`src/rtl/crt_pkg.sv`:
```
package crt_pkg;

  localparam int VALUE_BITS = 31;
  localparam int MAX_PAIRS  = 16;
  localparam int WIDE_W     = 2 * VALUE_BITS;
  localparam int CNT_W      = $clog2(MAX_PAIRS + 2);
  localparam int IDX_W      = (MAX_PAIRS > 1) ? $clog2(MAX_PAIRS) : 1;
  localparam int STATUS_W   = 2;
  localparam int OP_W       = 5;

  typedef logic [STATUS_W-1:0] status_t;
  localparam status_t ST_OK          = 2'd0;
  localparam status_t ST_NOT_COPRIME = 2'd1;
  localparam status_t ST_OVERFLOW    = 2'd2;
  localparam status_t ST_TOO_MANY    = 2'd3;

  typedef logic [OP_W-1:0] dp_op_t;
  localparam dp_op_t OP_NONE   = 5'd0;
  localparam dp_op_t OP_LOAD   = 5'd1;
  localparam dp_op_t OP_LDRES  = 5'd2;
  localparam dp_op_t OP_LDMUL  = 5'd3;
  localparam dp_op_t OP_STORE  = 5'd4;
  localparam dp_op_t OP_SINIT  = 5'd5;
  localparam dp_op_t OP_NEXT   = 5'd6;
  localparam dp_op_t OP_COFDIV = 5'd7;
  localparam dp_op_t OP_COF    = 5'd8;
  localparam dp_op_t OP_EINIT  = 5'd9;
  localparam dp_op_t OP_EDIV   = 5'd10;
  localparam dp_op_t OP_EQ     = 5'd11;
  localparam dp_op_t OP_EMUL   = 5'd12;
  localparam dp_op_t OP_ET     = 5'd13;
  localparam dp_op_t OP_TMUL   = 5'd14;
  localparam dp_op_t OP_TDIV   = 5'd15;
  localparam dp_op_t OP_TCMUL  = 5'd16;
  localparam dp_op_t OP_ACC    = 5'd17;
  localparam dp_op_t OP_NOINV  = 5'd18;
  localparam dp_op_t OP_FIN    = 5'd19;

  typedef struct packed {
    dp_op_t op;
  } dp_cmd_t;

  typedef struct packed {
    logic div_done;
    logic last;
    logic cnt_over;
    logic ovf;
    logic idx_end;
    logic mi_one;
    logic r1_zero;
    logic r0_one;
    logic out_free;
  } dp_stat_t;

endpackage

```
`src/rtl/crt_ctrl.sv`:
```
module crt_ctrl (
  input  logic              clk,
  input  logic              rst_n,
  input  logic              in_valid,
  output logic              in_ready,
  input  crt_pkg::dp_stat_t stat,
  output crt_pkg::dp_cmd_t  cmd
);
  import crt_pkg::*;

  localparam logic [4:0] S_IDLE = 5'd0;
  localparam logic [4:0] S_LDIV = 5'd1;
  localparam logic [4:0] S_LMUL = 5'd2;
  localparam logic [4:0] S_LST  = 5'd3;
  localparam logic [4:0] S_CHK  = 5'd4;
  localparam logic [4:0] S_RD   = 5'd5;
  localparam logic [4:0] S_RW   = 5'd6;
  localparam logic [4:0] S_COF  = 5'd7;
  localparam logic [4:0] S_A    = 5'd8;
  localparam logic [4:0] S_EU   = 5'd9;
  localparam logic [4:0] S_EQ   = 5'd10;
  localparam logic [4:0] S_EM   = 5'd11;
  localparam logic [4:0] S_ET   = 5'd12;
  localparam logic [4:0] S_TM   = 5'd13;
  localparam logic [4:0] S_TD   = 5'd14;
  localparam logic [4:0] S_TW   = 5'd15;
  localparam logic [4:0] S_TS   = 5'd16;
  localparam logic [4:0] S_FIN  = 5'd17;

  logic [4:0] state_r;
  logic [4:0] state_nxt;

  always_comb begin
    state_nxt = state_r;
    cmd.op    = OP_NONE;
    in_ready  = 1'b0;
    case (state_r)
      S_IDLE: begin
        in_ready = 1'b1;
        if (in_valid) begin
          cmd.op    = OP_LOAD;
          state_nxt = S_LDIV;
        end
      end
      S_LDIV: begin
        if (stat.div_done) begin
          cmd.op    = OP_LDRES;
          state_nxt = S_LMUL;
        end
      end
      S_LMUL: begin
        cmd.op    = OP_LDMUL;
        state_nxt = S_LST;
      end
      S_LST: begin
        cmd.op    = OP_STORE;
        state_nxt = stat.last ? S_CHK : S_IDLE;
      end
      S_CHK: begin
        cmd.op    = OP_SINIT;
        state_nxt = (stat.cnt_over || stat.ovf) ? S_FIN : S_RD;
      end
      S_RD: begin
        state_nxt = stat.idx_end ? S_FIN : S_RW;
      end
      S_RW: begin
        if (stat.mi_one) begin
          cmd.op    = OP_NEXT;
          state_nxt = S_RD;
        end else begin
          cmd.op    = OP_COFDIV;
          state_nxt = S_COF;
        end
      end
      S_COF: begin
        if (stat.div_done) begin
          cmd.op    = OP_COF;
          state_nxt = S_A;
        end
      end
      S_A: begin
        if (stat.div_done) begin
          cmd.op    = OP_EINIT;
          state_nxt = S_EU;
        end
      end
      S_EU: begin
        if (stat.r1_zero) begin
          if (stat.r0_one) begin
            state_nxt = S_TM;
          end else begin
            cmd.op    = OP_NOINV;
            state_nxt = S_FIN;
          end
        end else begin
          cmd.op    = OP_EDIV;
          state_nxt = S_EQ;
        end
      end
      S_EQ: begin
        if (stat.div_done) begin
          cmd.op    = OP_EQ;
          state_nxt = S_EM;
        end
      end
      S_EM: begin
        cmd.op    = OP_EMUL;
        state_nxt = S_ET;
      end
      S_ET: begin
        cmd.op    = OP_ET;
        state_nxt = S_EU;
      end
      S_TM: begin
        cmd.op    = OP_TMUL;
        state_nxt = S_TD;
      end
      S_TD: begin
        cmd.op    = OP_TDIV;
        state_nxt = S_TW;
      end
      S_TW: begin
        if (stat.div_done) begin
          cmd.op    = OP_TCMUL;
          state_nxt = S_TS;
        end
      end
      S_TS: begin
        cmd.op    = OP_ACC;
        state_nxt = S_RD;
      end
      S_FIN: begin
        if (stat.out_free) begin
          cmd.op    = OP_FIN;
          state_nxt = S_IDLE;
        end
      end
      default: begin
        state_nxt = S_IDLE;
      end
    endcase
  end

  always_ff @(posedge clk) begin
    if (!rst_n) begin
      state_r <= S_IDLE;
    end else begin
      state_r <= state_nxt;
    end
  end

endmodule

```
`config.mk`:
```
export PLATFORM = sky130hd
export DESIGN_NAME = crt_ctrl
export DESIGN_NICKNAME = d
export VERILOG_FILES = /design/src/rtl/crt_pkg.sv /design/src/rtl/crt_ctrl.sv
export SDC_FILE = /design/constraint.sdc
export NUM_CORES = 1
export LEC_CHECK = 0
export BUFFER_PORTS_ARGS = -buffer_cell sky130_fd_sc_hd__buf_4
export CAP_MARGIN = 40
export CORE_UTILIZATION = 46
export DETAILED_ROUTE_END_ITERATION = 8
export GPL_TIMING_DRIVEN = 0
export PLACE_DENSITY = 0.77
export REMOVE_ABC_BUFFERS = 1
export SLEW_MARGIN = 40
export SYNTH_ARGS = -nofsm -noshare
export SYNTH_HDL_FRONTEND = slang
export SYNTH_SLANG_ARGS = --single-unit
```
`constraint.sdc`:
```
create_clock -name clk -period 3.18 [get_ports clk]
set_input_delay 0.318 -clock clk [delete_from_list [all_inputs] [get_ports clk]]
set_output_delay 0.318 -clock clk [all_outputs]
set_load 0.02 [all_outputs]
```
* After elaboration in Yosys (flattened, before gate mapping) *
Index checks and enable logic that the tools add are counted.

operators by class
  equality and inequality tests = 24
  muxes and demuxes = 26
  reduce and logical (&&, ||, !) cells = 3

operators by type and width
  cell                                                             number
  5-bit case mux with 18 select lines                              1
  5-bit case mux with 17 select lines                              1
  5-bit two-way mux                                                15
  5-bit by 4-bit == test with 1-bit output, second input constant  8
  5-bit by 3-bit == test with 1-bit output, second input constant  4
  2-bit != test, second input constant                             7
  4-bit two-way mux                                                3
  5-bit by 2-bit == test with 1-bit output, second input constant  2
  5-bit == test, second input constant                             2
  7-bit AND reduction                                              1
  5-bit by 1-bit == test with 1-bit output, second input constant  1
  5-bit zero test                                                  1
  2-bit two-way mux                                                2
  1-bit two-way mux                                                3
  3-bit two-way mux                                                1
  1-bit logical OR                                                 1

storage, ports and cells
  register bits = 5
  bits of input ports = 12
  output and inout port bits = 6

* Logic depth before layout (Yosys ltp) *
  depth after elaboration = 3
  mapped depth = 6
  depth with buffers taken out = 4

* Least setup slack after synthesis *
OpenSTA, ideal clock, no wires.

  kind = register to output
  start point = register state_r[1]
  end point = output port cmd[3] (netlist bit)
  arrival time = 1508 ps
  path slack = 1354 ps
  stages on the path, launching flop included = 7
  cells stage by stage = dfxtp_1 clkbuf_1 buf_2 and4b_1 o21a_1 a21oi_1 o22ai_1

RTL lines
  what                    RTL line         RTL
  from (decl)             crt_ctrl.sv:30   logic [4:0] state_r;
  from (signal assigned)  crt_ctrl.sv:148  state_r <= state_nxt;
  to (decl)               crt_ctrl.sv:7    output crt_pkg::dp_cmd_t cmd

==> impl_metrics.csv <==
group,metric,value,unit
sta,grt_setup_unrepaired,"false",
route,drt_iter0_markers,34,
clock_network,cts-root-buf,"clkbuf_4",
grt,grt_pass1_wl,3640,um
placed_design,gp_congestion,0.859,
die,die_area,0.00185,mm2
route,ant_nets,0,
worst_setup_path,critPathKind,"reg -> out",
synthesis,synthTopCellsByArea,"dfxtp_1 13%, nand2b_1 5.7%, a21oi_1 5.2%",
synthesis,async_reset_ff_frac,0,
route,drc_errors,0,
sta,fin_crit,2.34,ns
synthesis,yosysTopAreaCellShare,0.129,
sta,period_share,0.736,
die,initial_utilization,0.502,
sta,worstMarginPinSlew,0.777,ns
clock_network,h-tree-depth,1,
clock_network,clock_sinks,5,
die,core_area,0.00154,mm2
clock_network,clk_pin_slew,0.04,ns
clock_network,clk_latency,0.25,ns
clock_network,cts_inserted_buffers,3,
pwr,power_per_cell_area,619,mW/mm2
die,rows,14,
worst_setup_path,r2r_slack,1.13,ns
worst_setup_path,crit_path_start,"state_r[1]$_SDFFE_PN0P_",
sta,slew-limit-headroom,0.481,
synthesis,synth_cell_type_count,50,
grt,grt_start_max_net_pins,24,
hold_path,hp-start,"rst_n",
worst_setup_path,cp_cell_sequence,"nand2b_1 -> or3_1 -> a21o_1 -> o211ai_1 -> buf_4",
synthesis,ys.flop_type,"dfxtp_1",
synthesis,seq_area_frac_synth,0.129,
hold_path,hold_class,"in -> reg",
clock_network,cts_resized,0,
worst_setup_path,slowest_stage,"dfxtp_1",
worst_setup_path,critPathMaxStageDelay,0.75,ns
final_layout,largest_reg_flops,5,
worst_setup_path,cp_max_fo,21,
worst_setup_path,r2r-start,"state_r[0]$_SDFFE_PN0P_",
worst_setup_path,cp-start-kind,"flop",
flow_run,drv_cap,0,
route,wl_per_cell,16.5,um
clock_network,cts_tree,"yes",
die,die_h,43.0,um
worst_setup_path,critPathRequiredTime,2.86,ns
route,wl,2250,um
grt,antenna_found_initial,0,
die,fp.dieW,43.0,um
sta,hold_viol_final,0,
grt,grt_usage,0.259,
worst_setup_path,critPathBufInv,1,
grt,overflow,0,
worst_setup_path,cp.arrival,2.02,ns
route,drtPass1Iterations,4,
final_layout,drive_above_1_share,0.233,
route,vias,910,
synthesis,yosys-top-cells-count,"8 x a21oi_1, 7 x nand2_1, 7 x nand2b_1",
sta,drv_slew,0,
synthesis,yosysMostFrequentCell,"a21oi_1",
final_layout,regMostFlops,"state_r",
synthesis,synth-edff-count,0,
outcome,status,"finished clean",
synthesis,yosysTopAreaCell,"dfxtp_1",
synthesis,synth_seq_cells,5,
grt,grt_pass1_vias,776,
synthesis,synth_area,774,um2
sta,setup_violations,0,
synthesis,synthCells,108,
placed_design,hpwl,1560,um
clock_network,clk_path_buf_depth,2,
worst_setup_path,crit_family,"flip-flops",
placed_design,placed_area,881,um2
sta,tns,0,ns
pwr,peakVddDrop,0.000353,V
clock_network,cts_hold_buf,0,
die,ios,18,
final_layout,reg_top3,"state_r: 5 flops",
final_layout,synthToLayoutAreaGrowth,17.1,%
clock_network,cts_setup_buffers,0,
pwr,p_leak,0.355,nW
route,via_per_inst,6.69,
final_layout,fin_area,907,um2
placed_design,port_buffers,17,
final_layout,antenna_cells,0,
worst_setup_path,cp-end-kind,"output pin",
sta,skew,0.00286,ns
sta,fmax,0.427,GHz
final_layout,layout.nets,133,
synthesis,yosysWarnings,0,
synthesis,avgSynthCellArea,7.17,um2
cells in the final DEF, fill, tap and decap left out, drive strengths merged, types with 3 or more instances in the layout:
| cell type | netlist | routed |
|---|---|---|
| a21oi | 8 | 8 |
| nand4 | 3 | 3 |
| clkbuf | 3 | 4 |
| dfxtp | 5 | 5 |
| a32oi | 4 | 4 |
| nor2b | 4 | 4 |
| inv | 6 | 6 |
| nand2b | 7 | 7 |
| nand2 | 7 | 7 |
| o21a | 3 | 3 |
| o21ai | 4 | 4 |
| buf | 6 | 17 |
| nor2 | 6 | 6 |
kinds of logic after synthesis:
group	count (synthesis)	share of synthesized area
simple gates	48	0.378
compound gates	39	0.397
buf+inv	15	0.0824
flops	5	0.129
mux	1	0.0129
worst register-to-register path: cells and delay by family (launching register included):
kind | cells | cell delay (ns)
compound gates | 3 | 0.99
flops | 1 | 0.74
simple gates | 1 | 0.21
path summary, 6_finish.rpt:
path | endpoint | cells past startpoint
setup / recovery | cmd[1] | 5
hold / removal | state_r[2]$_SDFFE_PN0P_ | 2
setup reg to reg | state_r[1]$_SDFFE_PN0P_ | 4
hold reg to reg | state_r[0]$_SDFFE_PN0P_ | 2
final cells by class:
type / instances / area (um2)
well taps: 16 / 20.0
repair buffers: 17 / 128
flip-flops and latches: 5 / 100
inverters: 6 / 22.5
clock buffers: 4 / 26.3
multi-input cells: 88 / 611
fillers: 146 / 634
per-stage QoR:
stage	utilization	power [mW]	worst slack [ns]	instances	hold slack (ns)
after floorplan	-	0.364	1.36	99	0.435
after global placement	0.571	0.470	1.15	132	0.558
after detailed placement	0.571	0.478	1.13	132	0.569
after CTS	0.588	0.555	0.864	136	0.320
after global routing	0.588	0.605	0.695	136	0.317
final	0.588	0.562	0.840	136	0.317
where the power goes:
part,switching [mW],internal (mW)
sequential,0.0719,0.0762
combinational,0.180,0.158
clock,0.0278,0.0475
total,0.280,0.282
layer usage:
layer / GRT usage / wire length (um) / vias to the layer above
met2: 0.397 / 1090 / 49
met5: 0 / 0 / -
met1: 0.348 / 949 / 422
met3: 0.0681 / 191 / 2
met4: 0.0909 / 13 / 0
li1: - / - / 437
(Power assumes the default switching activity.)
